[src/hdl/dsr_pkg.sv]
// ============================================================================
// dsr_pkg - shared types and helpers for the nearest-neighbour downscaler
// Sizes, register map, controller states, port payloads and pixel functions.
// ============================================================================
package dsr_pkg;

   localparam int MAX_DIM = 4096;
   // Width that holds MAX_DIM itself, and width of a position counter
   localparam int DIM_W   = $clog2(MAX_DIM + 1);
   localparam int CNT_W   = $clog2(MAX_DIM);
   localparam int CFG_W   = 13;
   localparam int ADDR_W  = 5;
   localparam int IDX_W   = 3;
   localparam int DATA_W  = 32;
   localparam int DIV_CNT_W = $clog2(DIM_W + 1);

   localparam logic [IDX_W-1:0] REG_DST_WIDTH    = 3'd0;
   localparam logic [IDX_W-1:0] REG_DST_HEIGHT   = 3'd1;
   localparam logic [IDX_W-1:0] REG_SRC_WIDTH    = 3'd2;
   localparam logic [IDX_W-1:0] REG_SRC_HEIGHT   = 3'd3;
   localparam logic [IDX_W-1:0] REG_PIXEL_FORMAT = 3'd4;

   localparam logic [CFG_W-1:0] RST_DST_WIDTH  = 13'd320;
   localparam logic [CFG_W-1:0] RST_DST_HEIGHT = 13'd240;
   localparam logic [CFG_W-1:0] RST_SRC_WIDTH  = 13'd480;
   localparam logic [CFG_W-1:0] RST_SRC_HEIGHT = 13'd360;

   localparam logic FMT_RGB565   = 1'b0;
   localparam logic FMT_XRGB8888 = 1'b1;

   typedef enum logic [2:0] {
      ST_LOAD_COL,
      ST_WAIT_COL,
      ST_LOAD_ROW,
      ST_WAIT_ROW,
      ST_RUN
   } ctrl_state_type;

   typedef struct packed {
      logic [31:0] src_pixel;
      logic        frame_start;
   } req_type;

   typedef struct packed {
      logic [15:0] out_pixel;
      logic        frame_end;
   } rsp_type;

   typedef struct packed {
      logic [CFG_W-1:0] dst_width;
      logic [CFG_W-1:0] dst_height;
      logic [CFG_W-1:0] src_width;
      logic [CFG_W-1:0] src_height;
      logic             pixel_format;
   } cfg_type;

   typedef struct packed {
      logic div_start;
      logic sel_row;
      logic latch_col;
      logic latch_row;
      logic run;
   } ctrl_cmd_type;

   typedef struct packed {
      logic cfg_written;
      logic div_done;
   } ctrl_status_type;

   typedef struct packed {
      logic [DIM_W-1:0] target;
      logic [DIM_W-1:0] rem;
   } adv_type;

   // Zero reads as one, anything above MAX_DIM as MAX_DIM
   function automatic logic [DIM_W-1:0] eff_dim(input logic [CFG_W-1:0] v);
      logic [31:0] v32;
      v32 = 32'(v);
      if (v32 == 32'd0)
         return DIM_W'(1);
      else if (v32 > 32'(MAX_DIM))
         return DIM_W'(MAX_DIM);
      else
         return DIM_W'(v32);
   endfunction

   // Step a sampling target by s/d given as quotient and remainder.
   // Saturate at MAX_DIM: no position counter can ever reach it.
   function automatic adv_type advance(input logic [DIM_W-1:0] target,
                                       input logic [DIM_W-1:0] rem,
                                       input logic [DIM_W-1:0] q,
                                       input logic [DIM_W-1:0] r,
                                       input logic [DIM_W-1:0] d);
      logic [DIM_W:0] rem_sum;
      logic [DIM_W:0] tgt_sum;
      logic           carry;
      adv_type        res;
      rem_sum = {1'b0, rem} + {1'b0, r};
      carry   = (rem_sum >= {1'b0, d});
      res.rem = carry ? DIM_W'(rem_sum - {1'b0, d}) : DIM_W'(rem_sum);
      tgt_sum = {1'b0, target} + {1'b0, q} + (DIM_W+1)'(carry);
      if (tgt_sum >= (DIM_W+1)'(MAX_DIM))
         res.target = DIM_W'(MAX_DIM);
      else
         res.target = DIM_W'(tgt_sum);
      return res;
   endfunction

   function automatic logic [15:0] to_rgb565(input logic fmt, input logic [31:0] p);
      if (fmt == FMT_RGB565)
         return p[15:0];
      else
         return {p[23:19], p[15:10], p[7:3]};
   endfunction

endpackage

[src/hdl/nearest_downscale_to_rgb565.sv]
// ============================================================================
// nearest_downscale_to_rgb565 - nearest-neighbour downscaler to RGB565
// Samples a raster-order source frame onto the destination grid and converts
// each kept pixel to RGB565.
// ============================================================================
//
//   channel   ports                         payload
//   --------  ----------------------------  ---------------------------------
//   request   req_valid / req_stall         req_type: src_pixel, frame_start
//   response  rsp_valid / rsp_stall         rsp_type: out_pixel, frame_end
//   config    psel penable pwrite paddr ..  13-bit sizes, 1-bit pixel format
//
// One source pixel per cycle unless the input stalls; a kept pixel appears at
// the response register in the cycle after its transfer. After reset and after
// every register write the input stalls while the shared iterative divider
// works out both frame ratios, one quotient bit per cycle. A response held by
// rsp_stall stalls the input; reset is synchronous and clears all counters.
// ============================================================================
module nearest_downscale_to_rgb565
   import dsr_pkg::*;
(
   input  logic              clock,
   input  logic              reset,
   input  logic              req_valid,
   output logic              req_stall,
   input  req_type           req_data,
   output logic              rsp_valid,
   input  logic              rsp_stall,
   output rsp_type           rsp_data,
   input  logic              psel,
   input  logic              penable,
   input  logic              pwrite,
   input  logic [ADDR_W-1:0] paddr,
   input  logic [DATA_W-1:0] pwdata,
   output logic [DATA_W-1:0] prdata,
   output logic              pready
);

   cfg_type          cfg;
   ctrl_cmd_type     cmd;
   ctrl_status_type  status;
   logic             cfg_written;
   logic             div_done;
   logic [DIM_W-1:0] div_dividend, div_divisor, div_quotient, div_remainder;

   assign status.cfg_written = cfg_written;
   assign status.div_done    = div_done;

   dsr_csr u_csr (
      .clock       (clock),
      .reset       (reset),
      .psel        (psel),
      .penable     (penable),
      .pwrite      (pwrite),
      .paddr       (paddr),
      .pwdata      (pwdata),
      .prdata      (prdata),
      .pready      (pready),
      .cfg         (cfg),
      .cfg_written (cfg_written)
   );

   dsr_divider u_divider (
      .clock     (clock),
      .reset     (reset),
      .start     (cmd.div_start),
      .dividend  (div_dividend),
      .divisor   (div_divisor),
      .quotient  (div_quotient),
      .remainder (div_remainder),
      .done      (div_done)
   );

   dsr_ctrl u_ctrl (
      .clock  (clock),
      .reset  (reset),
      .status (status),
      .cmd    (cmd)
   );

   dsr_datapath u_datapath (
      .clock         (clock),
      .reset         (reset),
      .cfg           (cfg),
      .cmd           (cmd),
      .req_valid     (req_valid),
      .req_stall     (req_stall),
      .req_data      (req_data),
      .rsp_valid     (rsp_valid),
      .rsp_stall     (rsp_stall),
      .rsp_data      (rsp_data),
      .div_dividend  (div_dividend),
      .div_divisor   (div_divisor),
      .div_quotient  (div_quotient),
      .div_remainder (div_remainder)
   );

endmodule

[src/hdl/dsr_csr.sv]
// ============================================================================
// dsr_csr - configuration registers
// APB-style register file holding frame sizes and the source pixel format.
// ============================================================================
module dsr_csr
   import dsr_pkg::*;
(
   input  logic              clock,
   input  logic              reset,
   input  logic              psel,
   input  logic              penable,
   input  logic              pwrite,
   input  logic [ADDR_W-1:0] paddr,
   input  logic [DATA_W-1:0] pwdata,
   output logic [DATA_W-1:0] prdata,
   output logic              pready,
   output cfg_type           cfg,
   output logic              cfg_written
);

   cfg_type          cfg_ff, cfg_in;
   logic [IDX_W-1:0] index;
   logic             wr_en;

   assign pready = 1'b1;
   assign index  = paddr[ADDR_W-1:2];
   assign wr_en  = psel && penable && pwrite;

   always_comb begin
      cfg_in = cfg_ff;
      if (wr_en) begin
         unique case (index)
            REG_DST_WIDTH:    cfg_in.dst_width    = pwdata[CFG_W-1:0];
            REG_DST_HEIGHT:   cfg_in.dst_height   = pwdata[CFG_W-1:0];
            REG_SRC_WIDTH:    cfg_in.src_width    = pwdata[CFG_W-1:0];
            REG_SRC_HEIGHT:   cfg_in.src_height   = pwdata[CFG_W-1:0];
            REG_PIXEL_FORMAT: cfg_in.pixel_format = pwdata[0];
            default:          cfg_in = cfg_ff;
         endcase
      end
   end

   always_ff @(posedge clock) begin
      if (reset) begin
         cfg_ff.dst_width    <= RST_DST_WIDTH;
         cfg_ff.dst_height   <= RST_DST_HEIGHT;
         cfg_ff.src_width    <= RST_SRC_WIDTH;
         cfg_ff.src_height   <= RST_SRC_HEIGHT;
         cfg_ff.pixel_format <= FMT_XRGB8888;
      end else begin
         cfg_ff <= cfg_in;
      end
   end

   always_comb begin
      unique case (index)
         REG_DST_WIDTH:    prdata = DATA_W'(cfg_ff.dst_width);
         REG_DST_HEIGHT:   prdata = DATA_W'(cfg_ff.dst_height);
         REG_SRC_WIDTH:    prdata = DATA_W'(cfg_ff.src_width);
         REG_SRC_HEIGHT:   prdata = DATA_W'(cfg_ff.src_height);
         REG_PIXEL_FORMAT: prdata = DATA_W'(cfg_ff.pixel_format);
         default:          prdata = '0;
      endcase
   end

   assign cfg         = cfg_ff;
   assign cfg_written = wr_en;

endmodule

[src/hdl/dsr_divider.sv]
// ============================================================================
// dsr_divider - iterative restoring divider
// One quotient bit per cycle; gives quotient and remainder of the frame ratios.
// ============================================================================
module dsr_divider
   import dsr_pkg::*;
(
   input  logic             clock,
   input  logic             reset,
   input  logic             start,
   input  logic [DIM_W-1:0] dividend,
   input  logic [DIM_W-1:0] divisor,
   output logic [DIM_W-1:0] quotient,
   output logic [DIM_W-1:0] remainder,
   output logic             done
);

   logic [DIM_W-1:0]     rem_ff, rem_in;
   logic [DIM_W-1:0]     quo_ff, quo_in;
   logic [DIV_CNT_W-1:0] cnt_ff, cnt_in;
   logic                 busy_ff, busy_in;
   logic                 done_ff, done_in;
   logic [DIM_W:0]       shifted;
   logic                 ge;

   assign shifted = {rem_ff, quo_ff[DIM_W-1]};
   assign ge      = (shifted >= {1'b0, divisor});

   always_comb begin
      rem_in  = rem_ff;
      quo_in  = quo_ff;
      cnt_in  = cnt_ff;
      busy_in = busy_ff;
      done_in = 1'b0;
      if (start) begin
         rem_in  = '0;
         quo_in  = dividend;
         cnt_in  = DIV_CNT_W'(DIM_W);
         busy_in = 1'b1;
      end else if (busy_ff) begin
         rem_in = ge ? DIM_W'(shifted - {1'b0, divisor}) : DIM_W'(shifted);
         quo_in = {quo_ff[DIM_W-2:0], ge};
         cnt_in = cnt_ff - DIV_CNT_W'(1);
         if (cnt_ff == DIV_CNT_W'(1)) begin
            busy_in = 1'b0;
            done_in = 1'b1;
         end
      end
   end

   always_ff @(posedge clock) begin
      if (reset) begin
         busy_ff <= 1'b0;
         done_ff <= 1'b0;
         cnt_ff  <= '0;
      end else begin
         busy_ff <= busy_in;
         done_ff <= done_in;
         cnt_ff  <= cnt_in;
      end
      rem_ff <= rem_in;
      quo_ff <= quo_in;
   end

   assign quotient  = quo_ff;
   assign remainder = rem_ff;
   assign done      = done_ff;

   assert property (@(posedge clock) disable iff (reset)
                    start && !reset |=> busy_ff && !done_ff)
      else $error("divider did not start on request");

endmodule

[src/hdl/dsr_ctrl.sv]
// ============================================================================
// dsr_ctrl - sequencing controller
// Works out both frame ratios after reset and after every register write,
// then lets the datapath run.
// ============================================================================
module dsr_ctrl
   import dsr_pkg::*;
(
   input  logic            clock,
   input  logic            reset,
   input  ctrl_status_type status,
   output ctrl_cmd_type    cmd
);

   ctrl_state_type state_ff, state_in;

   always_comb begin
      state_in = state_ff;
      if (status.cfg_written) begin
         // any write may change a ratio: recompute both
         state_in = ST_LOAD_COL;
      end else begin
         unique case (state_ff)
            ST_LOAD_COL: state_in = ST_WAIT_COL;
            ST_WAIT_COL: if (status.div_done) state_in = ST_LOAD_ROW;
            ST_LOAD_ROW: state_in = ST_WAIT_ROW;
            ST_WAIT_ROW: if (status.div_done) state_in = ST_RUN;
            ST_RUN:      state_in = ST_RUN;
            default:     state_in = ST_LOAD_COL;
         endcase
      end
   end

   always_comb begin
      cmd = '0;
      unique case (state_ff)
         ST_LOAD_COL: cmd.div_start = 1'b1;
         ST_WAIT_COL: cmd.latch_col = status.div_done;
         ST_LOAD_ROW: begin
            cmd.div_start = 1'b1;
            cmd.sel_row   = 1'b1;
         end
         ST_WAIT_ROW: begin
            cmd.sel_row   = 1'b1;
            cmd.latch_row = status.div_done;
         end
         ST_RUN:      cmd.run = 1'b1;
         default:     cmd = '0;
      endcase
   end

   always_ff @(posedge clock) begin
      if (reset) begin
         state_ff <= ST_LOAD_COL;
      end else begin
         state_ff <= state_in;
      end
   end

endmodule

[src/hdl/dsr_datapath.sv]
// ============================================================================
// dsr_datapath - position counters, sampling targets and pixel conversion
// Steps the source position once per transfer, the destination position along
// the sampled grid, and registers each sampled pixel for the result channel.
// ============================================================================
module dsr_datapath
   import dsr_pkg::*;
(
   input  logic             clock,
   input  logic             reset,
   input  cfg_type          cfg,
   input  ctrl_cmd_type     cmd,
   input  logic             req_valid,
   output logic             req_stall,
   input  req_type          req_data,
   output logic             rsp_valid,
   input  logic             rsp_stall,
   output rsp_type          rsp_data,
   output logic [DIM_W-1:0] div_dividend,
   output logic [DIM_W-1:0] div_divisor,
   input  logic [DIM_W-1:0] div_quotient,
   input  logic [DIM_W-1:0] div_remainder
);

   logic [DIM_W-1:0] dw, dh, sw, sh, sw_raw, sh_raw;

   logic [DIM_W-1:0] col_q_ff, col_r_ff, row_q_ff, row_r_ff;

   logic [CNT_W-1:0] src_col_ff, src_col_in, src_row_ff, src_row_in;
   logic [CNT_W-1:0] dst_col_ff, dst_col_in, dst_row_ff, dst_row_in;
   logic [DIM_W-1:0] col_target_ff, col_target_in, row_target_ff, row_target_in;
   logic [DIM_W-1:0] col_rem_ff, col_rem_in, row_rem_ff, row_rem_in;

   logic             rsp_valid_ff, rsp_valid_in;
   rsp_type          rsp_data_ff, rsp_data_in;

   logic             take;
   logic             emit;

   always_comb begin
      dw     = eff_dim(cfg.dst_width);
      dh     = eff_dim(cfg.dst_height);
      sw_raw = eff_dim(cfg.src_width);
      sh_raw = eff_dim(cfg.src_height);
      sw     = (sw_raw < dw) ? dw : sw_raw;
      sh     = (sh_raw < dh) ? dh : sh_raw;
   end

   assign div_dividend = cmd.sel_row ? sh : sw;
   assign div_divisor  = cmd.sel_row ? dh : dw;

   always_ff @(posedge clock) begin
      if (cmd.latch_col) begin
         col_q_ff <= div_quotient;
         col_r_ff <= div_remainder;
      end
      if (cmd.latch_row) begin
         row_q_ff <= div_quotient;
         row_r_ff <= div_remainder;
      end
   end

   assign req_stall = !cmd.run || (rsp_valid_ff && rsp_stall);
   assign take      = req_valid && !req_stall;

   always_comb begin
      logic [CNT_W-1:0] scol, srow, dcol, drow;
      logic [DIM_W-1:0] ctgt, rtgt, crem, rrem;
      adv_type          adv;

      // frame start clears every counter before this pixel is looked at
      if (req_data.frame_start) begin
         scol = '0; srow = '0; dcol = '0; drow = '0;
         ctgt = '0; rtgt = '0; crem = '0; rrem = '0;
      end else begin
         scol = src_col_ff; srow = src_row_ff;
         dcol = dst_col_ff; drow = dst_row_ff;
         ctgt = col_target_ff; rtgt = row_target_ff;
         crem = col_rem_ff;    rrem = row_rem_ff;
      end

      emit = (DIM_W'(srow) == rtgt) && (DIM_W'(scol) == ctgt) &&
             (DIM_W'(dcol) < dw) && (DIM_W'(drow) < dh);

      src_col_in    = scol;
      src_row_in    = srow;
      dst_col_in    = dcol;
      dst_row_in    = drow;
      col_target_in = ctgt;
      row_target_in = rtgt;
      col_rem_in    = crem;
      row_rem_in    = rrem;

      rsp_data_in.out_pixel = to_rgb565(cfg.pixel_format, req_data.src_pixel);
      rsp_data_in.frame_end = (DIM_W'(dcol) == dw - DIM_W'(1)) &&
                              (DIM_W'(drow) == dh - DIM_W'(1));

      if (emit && (DIM_W'(dcol) + DIM_W'(1) < dw)) begin
         dst_col_in    = dcol + CNT_W'(1);
         adv           = advance(ctgt, crem, col_q_ff, col_r_ff, dw);
         col_target_in = adv.target;
         col_rem_in    = adv.rem;
      end else begin
         adv = '0;
      end

      if (DIM_W'(scol) + DIM_W'(1) >= sw) begin
         // end of source row: restart the column walk
         src_col_in    = '0;
         dst_col_in    = '0;
         col_target_in = '0;
         col_rem_in    = '0;
         if (DIM_W'(srow) + DIM_W'(1) >= sh) begin
            src_row_in    = '0;
            dst_row_in    = '0;
            row_target_in = '0;
            row_rem_in    = '0;
         end else begin
            src_row_in = srow + CNT_W'(1);
            if ((DIM_W'(srow) == rtgt) && (DIM_W'(drow) + DIM_W'(1) < dh)) begin
               dst_row_in    = drow + CNT_W'(1);
               adv           = advance(rtgt, rrem, row_q_ff, row_r_ff, dh);
               row_target_in = adv.target;
               row_rem_in    = adv.rem;
            end
         end
      end else begin
         src_col_in = scol + CNT_W'(1);
      end

      if (take && emit)
         rsp_valid_in = 1'b1;
      else if (!rsp_stall)
         rsp_valid_in = 1'b0;
      else
         rsp_valid_in = rsp_valid_ff;
   end

   always_ff @(posedge clock) begin
      if (reset) begin
         src_col_ff    <= '0;
         src_row_ff    <= '0;
         dst_col_ff    <= '0;
         dst_row_ff    <= '0;
         col_target_ff <= '0;
         row_target_ff <= '0;
         col_rem_ff    <= '0;
         row_rem_ff    <= '0;
         rsp_valid_ff  <= 1'b0;
      end else begin
         if (take) begin
            src_col_ff    <= src_col_in;
            src_row_ff    <= src_row_in;
            dst_col_ff    <= dst_col_in;
            dst_row_ff    <= dst_row_in;
            col_target_ff <= col_target_in;
            row_target_ff <= row_target_in;
            col_rem_ff    <= col_rem_in;
            row_rem_ff    <= row_rem_in;
         end
         rsp_valid_ff <= rsp_valid_in;
      end
      // hold the payload while the result waits
      if (take && emit)
         rsp_data_ff <= rsp_data_in;
   end

   assign rsp_valid = rsp_valid_ff;
   assign rsp_data  = rsp_data_ff;

   assert property (@(posedge clock) disable iff (reset) take |-> cmd.run)
      else $error("pixel taken while ratios are not ready");

   assert property (@(posedge clock) disable iff (reset)
                    take && emit |=> rsp_valid_ff)
      else $error("sampled pixel did not reach the result register");

   assert property (@(posedge clock) disable iff (reset)
                    cmd.run |-> (col_r_ff < dw) && (row_r_ff < dh))
      else $error("ratio remainder out of range while running");

endmodule

[config.mk]
export PLATFORM = sky130hd
export DESIGN_NAME = nearest_downscale_to_rgb565
export DESIGN_NICKNAME = d
export VERILOG_FILES = /design/src/hdl/dsr_pkg.sv /design/src/hdl/nearest_downscale_to_rgb565.sv /design/src/hdl/dsr_csr.sv /design/src/hdl/dsr_divider.sv /design/src/hdl/dsr_ctrl.sv /design/src/hdl/dsr_datapath.sv
export SDC_FILE = /design/constraint.sdc
export NUM_CORES = 1
export LEC_CHECK = 0
export BUFFER_PORTS_ARGS = -buffer_cell sky130_fd_sc_hd__buf_2
export CAP_MARGIN = 10
export CORE_MARGIN = 2
export CORE_UTILIZATION = 60
export DETAILED_ROUTE_END_ITERATION = 10
export PLACE_DENSITY = 0.83
export SLEW_MARGIN = 40
export SYNTH_ARGS = -nofsm -noshare
export SYNTH_HDL_FRONTEND = slang
export SYNTH_SLANG_ARGS = --single-unit
export TNS_END_PERCENT = 20
[constraint.sdc]
create_clock -name clock -period 10.2 [get_ports clock]
set_input_delay 0.51 -clock clock [delete_from_list [all_inputs] [get_ports clock]]
set_output_delay 0.51 -clock clock [all_outputs]
set_load 0.005 [all_outputs]
# Word-level counts from Yosys, hierarchy flattened
# Index checks and enable logic that the tools add are counted.
# totals
register_bits,258
in_bits,77
# op_classes
add_sub_neg,20
magnitude_cmp,17
n_eq_ne,16
n_mux,63
reduce_logical,32
bitwise_logic,1
# op_table
cell,n
$mux 13,33
$mux 12,12
$pmux 13 s5,1
$add 13x13->14,4
$add 12x1->13 const B,4
$eq 12x13->1,4
$gt 13x13->1 const B,4
$logic_not 13->1,4
$lt 13x13->1,4
$add 12x1->12 const B,4
$ge 14x13->1,3
$sub 13x13->13,3
$add 14x1->14,2
$ge 14x13->1 const B,2
$ge 13x13->1,2
$lt 12x13->1,2
$sub 13x1->13 const B,2
$mux 16,1
$pmux 3 s5,1
$eq 3x2->1 const B,4
$reduce_and 2->1,6
$logic_and 1x1->1,11
$mux 1,11
$mux 4,2
14 further kinds,23

# Longest topological paths before layout
# Gate-level depths: netlist of run 1.
# depth
ltp_word,10
depth_mapped,38

# Hierarchy
# From an unflattened synthesis of run 1, not the netlist that was laid out.
# hier_totals
cells_unflattened,2357
area_unflattened_um2,20643.5
# by_module_without_submodules
module,area_per_inst_um2,cells_each,instances,seq_area_each_um2
dsr_datapath,15562.4,1839,1,4093.9
dsr_csr,2772.7,272,1,1061.0
dsr_divider,2148.3,230,1,770.7
dsr_ctrl,160.2,16,1,60.1

# Least setup slack after synthesis of run 1
# No wires, ideal clock.
# synth_timing
path_type,input port to flip-flop
start,input req_data[0] in the netlist's numbering
end,register u_datapath.row_target_ff[0]
slack_ns,2.336
setup_ns,0.074
t_required_ns,10.126
n_path_buf,7
t_arrival_ns,7.789
cell_stages,35
path_cell_list,buf_2 buf_2 clkbuf_1 clkbuf_1 buf_1 clkbuf_1 nor2b_1 ha_1 ha_1 a21oi_1 a211oi_1 a311o_1 o21a_1 a2111o_1 a31o_2 a21oi_1 xnor2_1 ha_1 nand4_1 o211ai_1 a211o_1 buf_6 inv_1 fa_1 inv_1 fa_1 a21o_1 a21o_1 a21boi_0 nor4_1 o31a_1 o22ai_1 nand2_1 a211o_1 o21ai_0
# synth_between
elab_chain_len,9
word_cells_on_any_way,22
classes_between,add/sub (6); order compare (5); eq/ne (1); mux (9); reduce/logical (1)
# synth_rtl
element,line_no,text
"start, declared",nearest_downscale_to_rgb565.sv:26,"input req_type req_data,"
$mux 13,dsr_datapath.sv:72,if (req_data.frame_start) begin
$add 13x13->14,dsr_pkg.sv:98,"rem_sum = {1'b0, rem} + {1'b0, r};"
$ge 14x13->1,dsr_pkg.sv:99,"carry = (rem_sum >= {1'b0, d});"
$add 14x1->14,dsr_pkg.sv:101,"tgt_sum = {1'b0, target} + {1'b0, q} + (DIM_W+1)'(carry);"
$ge 14x13->1,dsr_pkg.sv:102,if (tgt_sum >= (DIM_W+1)'(MAX_DIM))
$mux 13,dsr_pkg.sv:102,
$mux 13,dsr_datapath.sv:120,if ((DIM_W'(srow) == rtgt) && (DIM_W'(drow) + DIM_W'(1) < dh)) begin
$mux 13,dsr_datapath.sv:113,if (DIM_W'(srow) + DIM_W'(1) >= sh) begin
$mux 13 *,dsr_datapath.sv:107,if (DIM_W'(scol) + DIM_W'(1) >= sw) begin
"end signal, assigned",dsr_datapath.sv:157,row_target_ff <= row_target_in;
"end, declared",dsr_datapath.sv:31,"logic [DIM_W-1:0] col_target_ff, col_target_in, row_target_ff, row_target_in;"
# Mark *: on every way between the ends. The rest lies on a longest branch, timed or not.
# A chain may end at the register's enable or synchronous reset.

# Final worst setup path of run 1
# layout_timing
start,"register u_csr.cfg_ff, in the netlist u_csr.cfg[52]"
end,register u_datapath.row_target_ff[11]
# layout_between
elab_chain_len,7
word_cells_on_any_way,8
classes_between,order compare (3); mux (4); reduce/logical (1)
# layout_rtl
element,line_no,text
"start, declared",dsr_csr.sv:21,"cfg_type cfg_ff, cfg_in;"
"start signal, assigned",dsr_csr.sv:51,cfg_ff <= cfg_in;
$gt 13x13->1,dsr_pkg.sv:81,else if (v32 > 32'(MAX_DIM))
$mux 13,dsr_pkg.sv:81,
$mux 13 *,dsr_pkg.sv:79,if (v32 == 32'd0)
$lt 13x13->1,dsr_datapath.sv:45,sw = (sw_raw < dw) ? dw : sw_raw;
$mux 13 *,dsr_datapath.sv:45,
$ge 13x13->1 *,dsr_datapath.sv:107,
$mux 13 *,dsr_datapath.sv:107,
# Marks and branches as above.

==> results of run 1 <==
area by class of cell:
type	count	area share, %
multi-input combinational	1937	61.6
sequential	258	27.7
clock buffer	39	3.81
tap	448	2.59
timing repair buffer	94	2.50
inverter	80	1.39
clock inverter	13	0.474
worst max-delay path by stage:
stage | depth (start not counted) | end | slack [ns] | startpoint
finish | 20 | u_datapath.row_target_ff[11] | 2.49 | u_csr.cfg[52]
global route | 20 | u_datapath.row_target_ff[11] | 2.04 | u_csr.cfg[52]
CTS | 20 | u_datapath.row_target_ff[11] | 2.73 | u_csr.cfg[52]
detailed placement | 29 | u_datapath.row_target_ff[3] | 2.48 | req_data[0]
global placement | 30 | u_datapath.row_target_ff[1] | 2.64 | req_data[0]
floorplan | 35 | u_datapath.row_target_ff[0] | 2.34 | req_data[0]
cell usage in the layout (no fill, tap or decap), types with 8 or more instances in the layout:
master / count
sky130_fd_sc_hd__a22o_1: 19
sky130_fd_sc_hd__and3_1: 27
sky130_fd_sc_hd__buf_2: 74
sky130_fd_sc_hd__nand4_1: 27
sky130_fd_sc_hd__nand3b_1: 19
sky130_fd_sc_hd__o2bb2ai_1: 11
sky130_fd_sc_hd__mux2_2: 22
sky130_fd_sc_hd__and2_1: 15
sky130_fd_sc_hd__or3_1: 14
sky130_fd_sc_hd__nor2_1: 217
sky130_fd_sc_hd__nand2b_1: 20
sky130_fd_sc_hd__xor2_1: 67
sky130_fd_sc_hd__clkbuf_16: 30
sky130_fd_sc_hd__conb_1: 20
sky130_fd_sc_hd__edfxtp_1: 82
sky130_fd_sc_hd__mux4_2: 12
sky130_fd_sc_hd__o21ai_0: 105
sky130_fd_sc_hd__nor3_1: 51
sky130_fd_sc_hd__nor2b_1: 135
sky130_fd_sc_hd__o22ai_1: 8
sky130_fd_sc_hd__a21oi_1: 173
sky130_fd_sc_hd__o211ai_1: 8
sky130_fd_sc_hd__nand2_1: 247
sky130_fd_sc_hd__inv_1: 78
sky130_fd_sc_hd__o32ai_1: 11
sky130_fd_sc_hd__a31oi_1: 31
sky130_fd_sc_hd__a211oi_1: 27
sky130_fd_sc_hd__a21o_1: 34
sky130_fd_sc_hd__nand3_1: 60
sky130_fd_sc_hd__a22oi_1: 23
sky130_fd_sc_hd__fa_1: 8
sky130_fd_sc_hd__o21a_1: 24
sky130_fd_sc_hd__dfxtp_1: 175
sky130_fd_sc_hd__ha_1: 190
sky130_fd_sc_hd__buf_4: 19
sky130_fd_sc_hd__clkinv_2: 8
sky130_fd_sc_hd__mux2i_1: 52
sky130_fd_sc_hd__xnor2_1: 91
sky130_fd_sc_hd__nor4_1: 25
synthesized netlist by cell type, drive strengths merged (6+ instances only):
cell	count	area share [%]
a21oi	175	4.4
nand2b	20	0.62
a31oi	32	1.0
nand4	27	0.84
mux2	23	1.3
nand3	61	1.5
clkbuf	93	1.7
a21o	34	1.3
and3	27	0.84
o22ai	8	0.25
o32ai	12	0.56
a31o	6	0.26
buf	40	1.3
mux2i	52	2.6
a22oi	23	0.86
mux4	12	1.3
a211o	7	0.30
nand2	248	4.6
nor2	223	4.3
o211ai	8	0.30
a21boi	7	0.26
nor3	55	1.5
a211oi	27	1.0
nand3b	19	0.71
o21a	24	0.90
nor2b	136	4.3
edfxtp	82	12
or3	14	0.44
o31ai	6	0.22
nor4	27	0.90
inv	79	1.5
a22o	19	0.83
a2111oi	9	0.52
o2bb2ai	11	0.48
xor2	67	2.9
ha	190	12
fa	8	0.80
o21ai	113	2.8
and2	15	0.47
xnor2	91	4.0
dfxtp	176	18
critical path, delay by kind of cell, from the launching register on:
| kind | cells | cell delay, ns |
|---|---|---|
| fa+ha+maj | 2 | 0.67 |
| compound gates | 10 | 2.56 |
| mux | 1 | 0.67 |
| flops | 1 | 0.68 |
| buf+inv | 2 | 1.06 |
| simple gates | 5 | 1.94 |
metrics by stage:
step | util, % | setup WS, ns | hold slack, ns | total power [W] | instance area, um2
floorplan | - | 2.34 | 0.417 | 0.00128 | 20200
global placement | 62.0 | 2.64 | 0.429 | 0.00135 | 20600
detailed placement | 62.2 | 2.48 | 0.437 | 0.00136 | 20700
CTS | 65.0 | 2.73 | 0.180 | 0.00237 | 21600
global route | 65.0 | 2.04 | 0.216 | 0.00244 | 21600
finish | 65.0 | 2.49 | 0.201 | 0.00237 | 21600
cell families after synthesis:
kind of cell    synth area share [%]
compound gates                  18.7
xor+xnor                        6.88
fa+ha+maj                       12.7
buf+inv                         4.55
flops                           29.8
mux                             5.22
other cells                   0.0374
simple gates                    22.1
power by group:
| group | switching, W | internal, W | total [W] |
|---|---|---|---|
| clock network | 0.000437 | 0.000590 | 0.00103 |
| registers | 0.0000326 | 0.00108 | 0.00111 |
| logic | 0.000139 | 0.0000892 | 0.000229 |
| total | 0.000609 | 0.00176 | 0.00237 |
per-layer routing:
layer  part of all wire, %  routed length [um]  track usage, %
met2                    45               27600            55.3
met1                    41               25000            44.8
met4                   6.0                3700            19.6
met5                     0                   0               0
met3                   8.1                4970            4.47
flip-flops by register name, summed over array words and instances, names as in the netlist, 3 cells and up:
signal	count
u_csr.cfg	53
u_ctrl.state_ff	3
u_datapath.col_q_ff	13
u_datapath.col_r_ff	13
u_datapath.col_rem_ff	13
u_datapath.col_target_ff	13
u_datapath.dst_col_ff	12
u_datapath.dst_row_ff	12
u_datapath.row_q_ff	13
u_datapath.row_r_ff	13
u_datapath.row_rem_ff	13
u_datapath.row_target_ff	13
u_datapath.rsp_data	17
u_datapath.src_col_ff	12
u_datapath.src_row_ff	12
u_divider.cnt_ff	4
u_divider.quotient	13
u_divider.remainder	13
==> impl_metrics.json, run 1 <==
{
  "clk_pin_slew_worst_paths_ns": 0.07,
  "worstHoldEndpoint": "u_datapath.rsp_valid",
  "clock_tree_from_tritoncts": "done",
  "area.sequential_um2": 5990,
  "cts.sink_count": 258,
  "reg2reg_to": "u_datapath.row_target_ff[11]",
  "ys_seq_area_share_pct": 29.8,
  "detail_route.first_pass.iterations": 5,
  "timing.final.crit_period_ns": 7.71,
  "pwr_density_cell_nw_per_um2": 109,
  "arrival_ns": 8.16,
  "final_report_hold_violation_count": 0,
  "num-nets-final": 2674,
  "drtIter0Drc": 1719,
  "cts-root-buf": "sky130_fd_sc_hd__clkbuf_16",
  "critical_path_class": "reg2reg",
  "post_cts_buffers": 0,
  "htree_levels": 1,
  "die_width_um": 187,
  "slew_headroom_pct": 35.4,
  "grt_setup_unrepaired": "no",
  "via_count_of_the_first_global_routing_pass": 17700,
  "grt.overflow.total": 0,
  "ys_async_sr_fraction_pct": 0,
  "timing.critical_path.fanout_max": 23,
  "ctsResizeCount": 0,
  "die_area_um2": 35000,
  "longest_clk_path_bufs": 3,
  "timing_worst_slew_pin_value_ns": 0.960,
  "ctsHoldBuffers": 0,
  "max_clock_freq_ghz": 0.130,
  "finalNonFillerCells": 2869,
  "numPortBuffers": 76,
  "area_of_the_multi_input_gates_um2": 13300,
  "place.detailed.hpwl_mm": 46.0,
  "place.gp.congestion": 1.01,
  "die_h_um": 187,
  "insertion_delay_ns": 0.57,
  "synth_cells": 2390,
  "tritoncts.num_buffers": 28,
  "rrSetupSlack_ns": 2.49,
  "final-max-slew-violation-count": 0,
  "crit_end_category": "flop",
  "number_of_drc_violations_after_detailed_routing": 0,
  "vias": 18400,
  "synth_enable_flop_cells": 82,
  "layout-drive-gt1-share_pct": 8.92,
  "nFillCells": 2786,
  "synth-main-ff-cell": "sky130_fd_sc_hd__dfxtp_1",
  "antenna_cells_inserted": 0,
  "rows": 67,
  "grt_pass1_wl_mm": 95.9,
  "critical_path.reg2reg.startpoint": "u_csr.cfg[52]",
  "period_share_pct": 75.6,
  "core_area_um2": 33300,
  "peakVddDrop_uv": 124,
  "synth-warning-count": 0,
  "timing.critical_path.slowest_cell_delay_ns": 0.79,
  "track_usage_pct": 34.4,
  "critical_path.cell_chain": "clkinv_1, nand2_1, ha_1, a21o_1, a21o_1, a21oi_1, o21ai_0, o2111ai_1, nand3_1, mux2i_1, ha_1, nand3_1, a21oi_1, a211oi_1, o211a_1, a211o_1, buf_4, or3_1, nor2_1, a22o_1",
  "syn_to_final_growth_pct": 7.68,
  "floorplan.initialDensity_pct": 60.4,
  "min_delay_path_depth": 3,
  "worstHoldPathType": "in2reg",
  "post-place-cells": 2817,
  "status": "complete, no violations",
  "setup_viol": 0,
  "worst_ep_required_time_ns": 10.65,
  "timing.clock.skew_ns": 0.0201,
  "detail_route.wl_per_cell_um": 21.4,
  "ant_nets": 0,
  "wl_mm": 61.3,
  "grt_max_degree": 64,
  "ios": 129,
  "fin_tns_setup_ns": 0,
  "timing.critical_path.slowest_stage_cell": "sky130_fd_sc_hd__o211a_1",
  "worstHoldStart": "rsp_stall",
  "post_synth_instance_area_um2": 20100,
  "yosysUniqueCellTypes": 97,
  "ys_seq_elements": 258,
  "drt-vias-per-instance": 6.40,
  "initial_antenna_violation_count": 0,
  "max_cap_violations": 0,
  "power_leakage_nw": 9.02,
  "synth.avg_cell_area_um2": 8.41,
  "worst_r2r_path_depth": 20,
  "critical_path.startpoint_type": "flop"
}
Note: power is estimated with default switching activity, not from simulation.
==> inputs of run 2 (changes only) <==
Settings changed: CORE_UTILIZATION 60 to 57.
Clock period 10.2 ns to 6.4 ns, I/O delays scaled along.
==> run 2 against run 1 <==
Compared with the run above:
- register-to-register slack got worse by 2.3 ns
- count of clock-buffer cells in the layout fell by 3
- global-route usage fell by 0.46 points
- routed wire length rose by 3.3%
- combinational power rose by 63%
- sequential cell count did not move
- power rose by 68%
- non-clock buffer count rose by 48
- critical path depth rose by 10
- worst setup slack got worse by 2.3 ns
- critical path type unchanged
- cell count rose by 2.1%
==> impl_metrics.json, run 2 (same netlist as run 1, synthesis figures left out) <==
{
  "status": "complete, no violations",
  "timing.critical_path.slowest_stage_cell": "sky130_fd_sc_hd__fa_1",
  "number_of_drc_violations_after_detailed_routing": 0,
  "ios": 129,
  "timing.clock.skew_ns": 0.0237,
  "via_count_of_the_first_global_routing_pass": 18100,
  "setup_viol": 0,
  "slew_headroom_pct": 45.5,
  "peakVddDrop_uv": 207,
  "final-max-slew-violation-count": 0,
  "worst_r2r_path_depth": 30,
  "clk_pin_slew_worst_paths_ns": 0.07,
  "timing.critical_path.slowest_cell_delay_ns": 0.40,
  "leading_cell_type_in_the_layout_fill_and_taps_excluded": "sky130_fd_sc_hd__nand2_1",
  "finalNonFillerCells": 2929,
  "die_h_um": 192,
  "die_area_um2": 36800,
  "arrival_ns": 6.65,
  "power_leakage_nw": 9.33,
  "track_usage_pct": 33.9,
  "clock_tree_from_tritoncts": "done",
  "period_share_pct": 96.9,
  "rows": 68,
  "drtIter0Drc": 1924,
  "timing.final.crit_period_ns": 6.20,
  "tritoncts.num_buffers": 29,
  "power.share.sequential_pct": 44.7,
  "layout-drive-gt1-share_pct": 12.4,
  "timing.critical_path.fanout_max": 4,
  "placement.setup.worst_slack_ns": -0.0811,
  "max_clock_freq_ghz": 0.161,
  "pwr_density_cell_nw_per_um2": 178,
  "worstHoldEndpoint": "u_datapath.rsp_valid",
  "nFillCells": 2764,
  "design_power_total_w": 0.00398,
  "place.detailed.hpwl_mm": 47.4,
  "max_cap_violations": 0,
  "critical_path_class": "reg2reg",
  "insertion_delay_ns": 0.59,
  "numPortBuffers": 76,
  "wl_mm": 63.3,
  "worst_ep_required_time_ns": 6.85,
  "cts-root-buf": "sky130_fd_sc_hd__clkbuf_16",
  "vias": 19000,
  "syn_to_final_growth_pct": 11.3,
  "cell_internal_pwr_w": 0.00296,
  "initial_antenna_violation_count": 1,
  "power_frac_clock_pct": 45.9,
  "grt_max_degree": 72,
  "grt.overflow.total": 0,
  "detail_route.first_pass.iterations": 5,
  "number_of_flip_flops_under_the_largest_register_name": 53,
  "timing.critical_path.mode_cell": "sky130_fd_sc_hd__o21ai_2",
  "p_sw_w": 0.00101,
  "reg2reg_to": "u_datapath.col_target_ff[12]",
  "longest_clk_path_bufs": 3,
  "final_cell_mix": "sky130_fd_sc_hd__nand2_1, sky130_fd_sc_hd__nor2_1, sky130_fd_sc_hd__ha_1, sky130_fd_sc_hd__dfxtp_1, sky130_fd_sc_hd__a21oi_1",
  "rrSetupSlack_ns": 0.20,
  "detail_route.wl_per_cell_um": 21.6,
  "critical_path.startpoint_type": "flop",
  "post-place-cells": 2855,
  "worstHoldPathType": "in2reg",
  "worstHoldStart": "rsp_stall",
  "power.switching_fraction_pct": 25.5,
  "worst_slack_ns": 0.201,
  "grt_pass1_wl_mm": 97.5,
  "core_area_um2": 34600,
  "htree_levels": 1,
  "crit_end_category": "flop",
  "drt-vias-per-instance": 6.49,
  "min_delay_path_depth": 3,
  "floorplan.initialDensity_pct": 58.1,
  "die_width_um": 192,
  "combPwrFrac_pct": 9.4,
  "final_report_hold_violation_count": 0,
  "ant_nets": 0,
  "critical_path.reg2reg.startpoint": "u_datapath.col_rem_ff[1]",
  "timing_worst_slew_pin_value_ns": 0.814,
  "grt_setup_unrepaired": "yes",
  "num-nets-final": 2725,
  "cts.sink_count": 258,
  "place.gp.congestion": 1.02
}
-- run 2: changes by cell type in the layout (fill, tap and decap cells not counted), moves of 4 or more --
cell,delta
sky130_fd_sc_hd__a21oi_1,-6
sky130_fd_sc_hd__a21oi_2,+5
sky130_fd_sc_hd__buf_4,+47
sky130_fd_sc_hd__fa_1,-4
sky130_fd_sc_hd__o21ai_1,+13
sky130_fd_sc_hd__bufinv_16,+4
sky130_fd_sc_hd__fa_2,+4
sky130_fd_sc_hd__nor4_1,-4
sky130_fd_sc_hd__o21ai_0,-17
sky130_fd_sc_hd__ha_1,-4
-- run 2: layout make-up --
| class | instances | area [um2] | share of cell area (%) |
|---|---|---|---|
| inverters | 80 | 300 | 1.34 |
| well taps | 455 | 569 | 2.55 |
| repair buffers | 142 | 886 | 3.96 |
| flip-flops and latches | 258 | 5990 | 26.8 |
| clock inverters | 18 | 231 | 1.03 |
| multi-input cells | 1939 | 13600 | 60.7 |
| diodes | 1 | 2.50 | 0.0112 |
| clock buffers | 36 | 803 | 3.59 |
-- run 2: timing repair --
| item | CTS | global route |
|---|---|---|
| endpoints found under the hold margin | 3 | 0 |
| hold buffers | 2 | 0 |
| buffers inserted | 0 | 15 |
| resized for setup | 0 | 34 |
| endpoints found under the setup margin | 0 | 23 |
-- run 2: per-stage QoR --
step / util (%) / cell area (um2) / hold WS [ns] / TNS, ns
final: 64.6 / 22400 / 0.0172 / 0
after global routing: 64.6 / 22400 / 0.0233 / -0.557
after CTS: 63.8 / 22100 / 0.00114 / 0
after detailed placement: 60.7 / 21000 / 0.435 / -0.453
after global placement: 60.7 / 21000 / 0.431 / 0
after floorplan: - / 20300 / 0.417 / 0
-- run 2: per-layer routing --
layer  vias up  GRT usage, %  routed length [um]
met2      1019          55.0               28900
met4         0          20.6                4090
met3       237          4.75                5590
met1      8978          42.8               24800
li1       8761             -                   -
met5         -             0                   0
-- run 2: worst max-delay path, delay by kind of cell, from the launching register on --
family | cells | cell delay (ns)
AOI/OAI and AO/OA | 13 | 2.16
adders and majority gates | 5 | 1.60
buffers and inverters | 4 | 0.50
DFF | 1 | 0.31
and+or+nand+nor | 8 | 1.47
-- run 2: worst max path at each step --
stage                                         from                      endpoint  slack (ns)  cells after the start
after floorplan                        req_data[0]   u_datapath.row_target_ff[0]       0.003                     36
after global placement                 req_data[0]   u_datapath.col_target_ff[5]        0.23                     32
after detailed placement               req_data[0]   u_datapath.col_target_ff[5]       -0.08                     32
after CTS                 u_datapath.col_rem_ff[0]   u_datapath.col_target_ff[5]        0.04                     31
after global routing      u_datapath.row_rem_ff[1]   u_datapath.row_target_ff[2]       -0.09                     28
final                     u_datapath.col_rem_ff[1]  u_datapath.col_target_ff[12]        0.20                     30
-- run 2: power groups by stage --
stage	clock network [W]	registers, W	logic [W]
finish	0.00183	0.00178	0.000374
global route	0.00190	0.00178	0.000404
CTS	0.00183	0.00177	0.000365
detailed placement	0	0.00181	0.000359
global placement	0	0.00181	0.000348
floorplan	0	0.00178	0.000276
